**config.mk**
```make
export PLATFORM = sky130hd
export DESIGN_NAME = xor_checksum_frame_receiver_top
export DESIGN_NICKNAME = d
export VERILOG_FILES = /design/src/hdl/xcfr_pkg.sv /design/src/hdl/xor_checksum_frame_receiver_top.sv /design/src/hdl/xcfr_payload_mem.sv /design/src/hdl/xcfr_ctrl.sv
export SDC_FILE = /design/constraint.sdc
export NUM_CORES = 1
export LEC_CHECK = 0
export BUFFER_PORTS_ARGS = -buffer_cell sky130_fd_sc_hd__buf_2
export CORE_ASPECT_RATIO = 0.5
export CORE_UTILIZATION = 45
export CTS_BUF_LIST = sky130_fd_sc_hd__clkbuf_8
export CTS_CLUSTER_SIZE = 30
export DETAILED_ROUTE_END_ITERATION = 8
export GPL_ROUTABILITY_DRIVEN = 1
export GPL_TIMING_DRIVEN = 0
export PLACE_DENSITY = 0.66
export REMOVE_ABC_BUFFERS = 1
export SYNTH_ARGS = -nofsm -noshare
export SYNTH_HDL_FRONTEND = slang
export SYNTH_SLANG_ARGS = --single-unit
```
**constraint.sdc**
```tcl
create_clock -name clk -period 3 [get_ports clk]
set_input_delay 0.6 -clock clk [delete_from_list [all_inputs] [get_ports clk]]
set_output_delay 0.6 -clock clk [all_outputs]
set_load 0.05 [all_outputs]
```
**src/hdl/xcfr_pkg.sv**
```systemverilog
package xcfr_pkg;

  // Field widths fixed by the frame format
  localparam int BYTE_W    = 8;
  localparam int PLEN_W    = 5;
  localparam int STATUS_W  = 2;
  localparam int IDX_W     = 6;
  localparam int CFG_IDX_W = 2;

  // Default payload store depth
  localparam int PAYLOAD_MAX_DEF = 16;

  // Body bytes ahead of the payload: command and length
  localparam int BODY_OFS = 2;

  // Configuration register indexes
  localparam logic [CFG_IDX_W-1:0] REG_START_BYTE = 2'd0;
  localparam logic [CFG_IDX_W-1:0] REG_END_BYTE   = 2'd1;
  localparam logic [CFG_IDX_W-1:0] REG_PAYLOAD_LEN = 2'd2;

  // Configuration reset values
  localparam logic [BYTE_W-1:0] START_BYTE_RST  = 8'h02;
  localparam logic [BYTE_W-1:0] END_BYTE_RST    = 8'h03;
  localparam logic [PLEN_W-1:0] PAYLOAD_LEN_RST = 5'd8;

  // Result status codes
  typedef enum logic [STATUS_W-1:0] {
    ST_OK      = 2'd0,
    ST_BAD_END = 2'd1,
    ST_BAD_LEN = 2'd2,
    ST_BAD_SUM = 2'd3
  } status_t;

  // Receiver phases
  typedef enum logic [1:0] {
    PH_HUNT   = 2'd0,
    PH_BODY   = 2'd1,
    PH_END    = 2'd2,
    PH_REPLAY = 2'd3
  } phase_t;

endpackage

```
**src/hdl/xor_checksum_frame_receiver_top.sv**
```systemverilog
// Channel   Direction  Beat contents
// in_*      in         rx_byte
// out_*     out        status, command, data_byte, byte_index, last
// cfg_*     in         write: index, data (start byte, end byte, payload length)
//
// Every body byte is taken as soon as it is valid; bytes are never stalled while hunting or
// collecting the body. The end byte waits until the output register is empty.
// A good frame replays its payload from the store (read a byte, then load the output
// register; no new read until the last is loaded); input stalls during the replay.
// Reset (rst_n low at a clock edge) restores register defaults and hunting.
// A stalled result holds in the output register until taken.
module xor_checksum_frame_receiver_top
  import xcfr_pkg::*;
#(
  parameter int PAYLOAD_MAX = PAYLOAD_MAX_DEF
) (
  input  logic                 clk,
  input  logic                 rst_n,
  input  logic                 in_valid,
  output logic                 in_stall,
  input  logic [BYTE_W-1:0]    in_rx_byte,
  output logic                 out_valid,
  input  logic                 out_stall,
  output logic [STATUS_W-1:0]  out_status,
  output logic [BYTE_W-1:0]    out_command,
  output logic [BYTE_W-1:0]    out_data_byte,
  output logic [IDX_W-1:0]     out_byte_index,
  output logic                 out_last,
  input  logic                 cfg_we,
  input  logic [CFG_IDX_W-1:0] cfg_index,
  input  logic [BYTE_W-1:0]    cfg_wdata
);

  localparam int AW = (PAYLOAD_MAX > 1) ? $clog2(PAYLOAD_MAX) : 1;
  localparam int LW = $clog2(PAYLOAD_MAX + 1);

  logic [BYTE_W-1:0] start_r;
  logic [BYTE_W-1:0] end_r;
  logic [PLEN_W-1:0] plen_r;
  logic [LW-1:0]     eff_len;

  logic              wr_en;
  logic [AW-1:0]     wr_addr;
  logic [BYTE_W-1:0] wr_data;
  logic              rd_en;
  logic [AW-1:0]     rd_addr;
  logic [BYTE_W-1:0] rd_data;

  // Configuration registers
  always_ff @(posedge clk) begin
    if (!rst_n) begin
      start_r <= START_BYTE_RST;
      end_r   <= END_BYTE_RST;
      plen_r  <= PAYLOAD_LEN_RST;
    end else if (cfg_we) begin
      case (cfg_index)
        REG_START_BYTE:  start_r <= cfg_wdata;
        REG_END_BYTE:    end_r   <= cfg_wdata;
        REG_PAYLOAD_LEN: plen_r  <= cfg_wdata[PLEN_W-1:0];
        default:         ;
      endcase
    end
  end

  // Clamp payload length to 1..PAYLOAD_MAX
  always_comb begin
    if (plen_r == '0) begin
      eff_len = LW'(1);
    end else if (int'(plen_r) > PAYLOAD_MAX) begin
      eff_len = LW'(PAYLOAD_MAX);
    end else begin
      eff_len = LW'(plen_r);
    end
  end

  xcfr_ctrl #(
    .PAYLOAD_MAX (PAYLOAD_MAX),
    .AW          (AW),
    .LW          (LW)
  ) u_ctrl (
    .clk            (clk),
    .rst_n          (rst_n),
    .in_valid       (in_valid),
    .in_stall       (in_stall),
    .in_rx_byte     (in_rx_byte),
    .start_byte     (start_r),
    .end_byte       (end_r),
    .eff_len        (eff_len),
    .wr_en          (wr_en),
    .wr_addr        (wr_addr),
    .wr_data        (wr_data),
    .rd_en          (rd_en),
    .rd_addr        (rd_addr),
    .rd_data        (rd_data),
    .out_valid      (out_valid),
    .out_stall      (out_stall),
    .out_status     (out_status),
    .out_command    (out_command),
    .out_data_byte  (out_data_byte),
    .out_byte_index (out_byte_index),
    .out_last       (out_last)
  );

  xcfr_payload_mem #(
    .DEPTH (PAYLOAD_MAX),
    .AW    (AW)
  ) u_mem (
    .clk     (clk),
    .wr_en   (wr_en),
    .wr_addr (wr_addr),
    .wr_data (wr_data),
    .rd_en   (rd_en),
    .rd_addr (rd_addr),
    .rd_data (rd_data)
  );

endmodule

```
**src/hdl/xcfr_payload_mem.sv**
```systemverilog
module xcfr_payload_mem
  import xcfr_pkg::*;
#(
  parameter int DEPTH = PAYLOAD_MAX_DEF,
  parameter int AW    = (DEPTH > 1) ? $clog2(DEPTH) : 1
) (
  input  logic              clk,
  input  logic              wr_en,
  input  logic [AW-1:0]     wr_addr,
  input  logic [BYTE_W-1:0] wr_data,
  input  logic              rd_en,
  input  logic [AW-1:0]     rd_addr,
  output logic [BYTE_W-1:0] rd_data
);

  logic [BYTE_W-1:0] mem [DEPTH];
  logic [BYTE_W-1:0] rd_data_r;

  // Write one payload byte
  always_ff @(posedge clk) begin
    if (wr_en) begin
      mem[wr_addr] <= wr_data;
    end
  end

  // Registered read port
  always_ff @(posedge clk) begin
    if (rd_en) begin
      rd_data_r <= mem[rd_addr];
    end
  end

  assign rd_data = rd_data_r;

endmodule

```
**src/hdl/xcfr_ctrl.sv**
```systemverilog
module xcfr_ctrl
  import xcfr_pkg::*;
#(
  parameter int PAYLOAD_MAX = PAYLOAD_MAX_DEF,
  parameter int AW = (PAYLOAD_MAX > 1) ? $clog2(PAYLOAD_MAX) : 1,
  parameter int LW = $clog2(PAYLOAD_MAX + 1)
) (
  input  logic                clk,
  input  logic                rst_n,
  // received bytes
  input  logic                in_valid,
  output logic                in_stall,
  input  logic [BYTE_W-1:0]   in_rx_byte,
  // configuration
  input  logic [BYTE_W-1:0]   start_byte,
  input  logic [BYTE_W-1:0]   end_byte,
  input  logic [LW-1:0]       eff_len,
  // payload store
  output logic                wr_en,
  output logic [AW-1:0]       wr_addr,
  output logic [BYTE_W-1:0]   wr_data,
  output logic                rd_en,
  output logic [AW-1:0]       rd_addr,
  input  logic [BYTE_W-1:0]   rd_data,
  // results
  output logic                out_valid,
  input  logic                out_stall,
  output logic [STATUS_W-1:0] out_status,
  output logic [BYTE_W-1:0]   out_command,
  output logic [BYTE_W-1:0]   out_data_byte,
  output logic [IDX_W-1:0]    out_byte_index,
  output logic                out_last
);

  localparam int CW = $clog2(PAYLOAD_MAX + BODY_OFS + 1);

  phase_t              state_r, state_nxt;
  logic [CW-1:0]       cnt_r;
  logic [BYTE_W-1:0]   cmd_r;
  logic [BYTE_W-1:0]   len_r;
  logic [BYTE_W-1:0]   xor_r;
  logic [BYTE_W-1:0]   chk_r;
  logic [AW-1:0]       k_r;
  logic                pend_r;
  logic [AW-1:0]       pend_idx_r;
  logic                pend_last_r;

  logic                ov_r;
  status_t             o_status_r;
  logic [BYTE_W-1:0]   o_cmd_r;
  logic [BYTE_W-1:0]   o_data_r;
  logic [IDX_W-1:0]    o_idx_r;
  logic                o_last_r;

  logic                in_acc;
  logic                out_free;
  logic                issue;
  logic                ck_pos;
  logic [CW-1:0]       ck_lim;
  logic                k_last;
  status_t             judge;
  logic                err_load;

  assign in_acc   = in_valid && !in_stall;
  assign out_free = !ov_r || !out_stall;
  assign ck_lim   = CW'(eff_len) + CW'(BODY_OFS);
  assign ck_pos   = (cnt_r >= ck_lim);
  assign k_last   = ((LW'(k_r) + LW'(1)) == eff_len);

  // Judge the frame: end byte, then length field, then checksum
  always_comb begin
    if (in_rx_byte != end_byte) begin
      judge = ST_BAD_END;
    end else if (len_r != BYTE_W'(eff_len)) begin
      judge = ST_BAD_LEN;
    end else if (xor_r != chk_r) begin
      judge = ST_BAD_SUM;
    end else begin
      judge = ST_OK;
    end
  end

  // Next phase
  always_comb begin
    state_nxt = state_r;
    case (state_r)
      PH_HUNT: begin
        if (in_acc && (in_rx_byte == start_byte)) state_nxt = PH_BODY;
      end
      PH_BODY: begin
        if (in_acc && ck_pos) state_nxt = PH_END;
      end
      PH_END: begin
        if (in_acc) state_nxt = (judge == ST_OK) ? PH_REPLAY : PH_HUNT;
      end
      PH_REPLAY: begin
        if (issue && k_last) state_nxt = PH_HUNT;
      end
      default: state_nxt = PH_HUNT;
    endcase
  end

  // Phase outputs: input stall, store access
  always_comb begin
    in_stall = 1'b0;
    issue    = 1'b0;
    wr_en    = 1'b0;
    case (state_r)
      PH_HUNT: begin
        in_stall = 1'b0;
      end
      PH_BODY: begin
        wr_en = in_acc && !ck_pos && (cnt_r >= CW'(BODY_OFS));
      end
      PH_END: begin
        in_stall = ov_r || pend_r;
      end
      PH_REPLAY: begin
        in_stall = 1'b1;
        issue    = !pend_r && out_free;
      end
      default: in_stall = 1'b0;
    endcase
  end

  assign wr_addr  = AW'(cnt_r - CW'(BODY_OFS));
  assign wr_data  = in_rx_byte;
  assign rd_en    = issue;
  assign rd_addr  = k_r;
  assign err_load = in_acc && (state_r == PH_END) && (judge != ST_OK);

  // Control state
  always_ff @(posedge clk) begin
    if (!rst_n) begin
      state_r <= PH_HUNT;
      pend_r  <= 1'b0;
      ov_r    <= 1'b0;
    end else begin
      state_r <= state_nxt;
      pend_r  <= issue;
      if (err_load || pend_r) begin
        ov_r <= 1'b1;
      end else if (!out_stall) begin
        ov_r <= 1'b0;
      end
    end
  end

  // Frame body capture, running checksum and replay index
  always_ff @(posedge clk) begin
    if (!rst_n) begin
      cnt_r <= '0;
      cmd_r <= '0;
      len_r <= '0;
      xor_r <= '0;
      chk_r <= '0;
      k_r   <= '0;
    end else begin
      case (state_r)
        PH_HUNT: begin
          if (in_acc && (in_rx_byte == start_byte)) begin
            cnt_r <= '0;
            xor_r <= '0;
          end
        end
        PH_BODY: begin
          if (in_acc) begin
            if (ck_pos) begin
              chk_r <= in_rx_byte;
            end else begin
              if (cnt_r == CW'(0)) cmd_r <= in_rx_byte;
              if (cnt_r == CW'(1)) len_r <= in_rx_byte;
              xor_r <= xor_r ^ in_rx_byte;
              cnt_r <= cnt_r + CW'(1);
            end
          end
        end
        PH_END: begin
          k_r <= '0;
        end
        PH_REPLAY: begin
          if (issue) k_r <= k_r + AW'(1);
        end
        default: k_r <= '0;
      endcase
    end
  end

  // Track the read in flight
  always_ff @(posedge clk) begin
    if (issue) begin
      pend_idx_r  <= k_r;
      pend_last_r <= k_last;
    end
  end

  // Output register: error result or replayed payload byte
  always_ff @(posedge clk) begin
    if (err_load) begin
      o_status_r <= judge;
      o_cmd_r    <= cmd_r;
      o_data_r   <= '0;
      o_idx_r    <= '0;
      o_last_r   <= 1'b1;
    end else if (pend_r) begin
      o_status_r <= ST_OK;
      o_cmd_r    <= cmd_r;
      o_data_r   <= rd_data;
      o_idx_r    <= IDX_W'(pend_idx_r);
      o_last_r   <= pend_last_r;
    end
  end

  assign out_valid      = ov_r;
  assign out_status     = o_status_r;
  assign out_command    = o_cmd_r;
  assign out_data_byte  = o_data_r;
  assign out_byte_index = o_idx_r;
  assign out_last       = o_last_r;

endmodule
```
==> flow_metrics.tcl <==
set metrics [dict create \
    synthCells 670 \
    dp_cells 951 \
    yosys_warnings 0 \
    drive_gt1_frac 0.255 \
    stdcell_area_sq_um 11200 \
    fillers 1674 \
    place_area_sq_um 10100 \
    fin_cells 1027 \
    hpwl_um 12600 \
    start_util 0.465 \
    max_cap_viol_count 0 \
    ys_ff_latch 230 \
    grt_usage 0.191 \
    clock-sinks 230 \
    synthArstFlopShare 0 \
    final_util 0.537 \
    grt_overflow_total 0 \
    gp_congestion 0.783 \
    final_nets 768 \
    status "finished clean" \
    critPathCaptureType "register" \
    viasPerCell 5.48 \
    cp.required_ps 3160 \
    syn_area_per_cell_sq_um 14.4 \
    synth-edff-count 151 \
    hold_violations 0 \
    diodes 0 \
    crit_fanout 11 \
    worstHoldPathType "in2reg" \
    synthFlopType "edfxtp_1" \
    min_period_over_period 0.939 \
    cts.path.max_buffers 3 \
    dieWidth_um 209 \
    cts-hold-fix-buffers 0 \
    grt_max_degree 52 \
    fin_skew_ps 20.6 \
    grt_pass1_wl_um 31900 \
    cts_tree "done" \
    dr.first_iter.drc_count 474 \
    cts_root_buf "clkbuf_8" \
    multiInputGateArea_sq_um 3480 \
    seq_area_sq_um 6120 \
    critPathLaunchType "register" \
    wire_per_inst_um 20.0 \
    drtAntennaViolNets 0 \
    fp.coreArea_sq_um 20800 \
    rows 37 \
    remaining_drc_errors 0 \
    final_common_cell "edfxtp_1" \
    p_leak_nw 3.95 \
    irDropWorstVdd_uv 248 \
    vias 5630 \
    whs_ps 354 \
    synthesis.area_sq_um 9670 \
    ys_seq_area_frac 0.632 \
    powerDensity_nw_per_um2 543 \
    cts_inserted_buffers 34 \
    dr.pass1.iters 5 \
    antenna_found_initial 0 \
    rr_worst_depth 10 \
    min_period_ps 2820 \
    fmax_ghz 0.355 \
    place_ws_ps -626 \
    path_class "reg2reg" \
    setup_viol 0 \
    io_pins 50 \
    holdPathStages 3 \
    finalMaxSlewViolations 0 \
    grt_pass1_vias 5588 \
    cp_data_arrival_time_ps 2980 \
    path_clk_slew_ps 70 \
    area_growth_pct 15.4 \
    drt-total-wl_um 20600 \
    synth_cell_types 57 \
    portBuffers 47 \
    h-tree-depth 2 \
    layout_common_cells "edfxtp_1, dfxtp_1, nor2_1, mux2i_1, buf_2" \
    worst_slew_pin_slew_ps 1090 \
    worstSkewPairLatency_ps 500 \
    die_height_um 106 \
    fin_ws_ps 184 \
    maxSlewHeadroom 0.270 \
    die_area_sq_um 22100 \
]
==> where the power goes <==
group	total, mW	internal (mW)	leakage, nW	switching (mW)
Sequential	3.41	3.39	1.98	0.0190
Combinational	0.255	0.0685	1.63	0.187
Clock	2.40	1.25	0.350	1.15
Total	6.06	4.71	3.95	1.35
==> cell type report <==
cell class / instances / share of cell area
timing repair buffer: 68 / 0.0498
clock buffer: 35 / 0.0432
tap: 273 / 0.0306
clock inverter: 22 / 0.0126
sequential: 230 / 0.549
multi-input combinational: 390 / 0.312
inverter: 9 / 0.00314
==> worst max-delay path, cell delays in order (launching register included) <==
cell	delay (ps)
dfxtp_2	460
nor3_1	90
o21bai_2	230
inv_1	80
ha_1	290
nor2b_1	140
o21ai_2	150
a311oi_4	270
and2_2	270
nand2_2	180
nor2_4	310
==> cell families after synthesis <==
group | count (synthesis) | share of synthesized area
xor gates and xnor gates | 48 | 0.0449
other | 1 | 0.000388
AOI/OAI and AO/OA | 70 | 0.0524
muxes | 91 | 0.146
adders and majority gates | 12 | 0.0155
and+or+nand+nor | 167 | 0.0837
DFF | 230 | 0.632
buffers and inverters | 51 | 0.0247
==> cell usage after synthesis (2+ instances only) <==
cell | count | share of area
nand2_1 | 31 | 0.012
clkbuf_1 | 19 | 0.0074
nand4_4 | 2 | 0.0044
mux2i_1 | 51 | 0.053
nand4_1 | 3 | 0.0019
inv_1 | 7 | 0.0027
xnor2_1 | 15 | 0.014
buf_4 | 7 | 0.0054
nand2b_1 | 7 | 0.0045
buf_2 | 11 | 0.0057
and3_1 | 3 | 0.0019
xor2_1 | 32 | 0.029
dfxtp_1 | 79 | 0.16
nand3_1 | 5 | 0.0026
nor2b_1 | 3 | 0.0019
ha_1 | 12 | 0.016
a31oi_1 | 6 | 0.0039
clkinv_1 | 2 | 0.00078
a22oi_1 | 3 | 0.0023
a211o_1 | 3 | 0.0027
edfxtp_1 | 151 | 0.47
buf_1 | 4 | 0.0016
a21o_1 | 2 | 0.0016
nor3_1 | 7 | 0.0036
nand3b_1 | 2 | 0.0016
a311oi_1 | 2 | 0.0018
o211ai_1 | 11 | 0.0085
o31ai_1 | 2 | 0.0016
a21oi_1 | 16 | 0.0083
mux4_2 | 40 | 0.093
nor2_1 | 89 | 0.035
o21ai_0 | 14 | 0.0072
nor4bb_1 | 2 | 0.0021
nor4_1 | 4 | 0.0026
==> final timing paths <==
check	from	to	slack (ps)
setup / recovery	plen_r[3]	u_mem.mem[7][5]	180
hold / removal	cfg_wdata[5]	start_r[5]	350
setup reg to reg	plen_r[3]	u_mem.mem[7][5]	180
hold reg to reg	u_ctrl.cmd_r[4]	u_ctrl.out_command[4]	430
==> per-stage QoR <==
| stage | setup TNS (ps) | total power, mW |
|---|---|---|
| after floorplan | -149 | 3.62 |
| after global placement | -75520 | 3.72 |
| after detailed placement | -68210 | 3.73 |
| after CTS | 0 | 6.10 |
| after global routing | -0.891 | 6.28 |
| final | 0 | 6.06 |
==> registers in the layout, indices dropped and copies added, names as in the netlist, 2 cells and up <==
signal	count
u_mem.rd_data	8
u_ctrl.cnt_r	5
end_r	8
u_ctrl.rd_addr	4
plen_r	5
u_ctrl.cmd_r	8
u_ctrl.out_command	8
u_ctrl.len_r	8
u_ctrl.xor_r	8
u_ctrl.chk_r	8
u_ctrl.pend_idx_r	4
u_ctrl.out_status	2
u_mem.mem	128
u_ctrl.state_r	2
start_r	8
u_ctrl.out_byte_index	4
u_ctrl.out_data_byte	8
==> layer usage <==
metal,GRT usage,share of wire
met2,0.308,0.47
met5,0,0
met4,0.0499,0.014
met1,0.266,0.45
met3,0.0396,0.061
==> what timing repair did <==
action	in CTS	in global routing
setup endpoints to repair	131	149
buffers inserted	17	2
resized for setup	35	8
pin swaps	13	4
(Power assumes the default switching activity.)
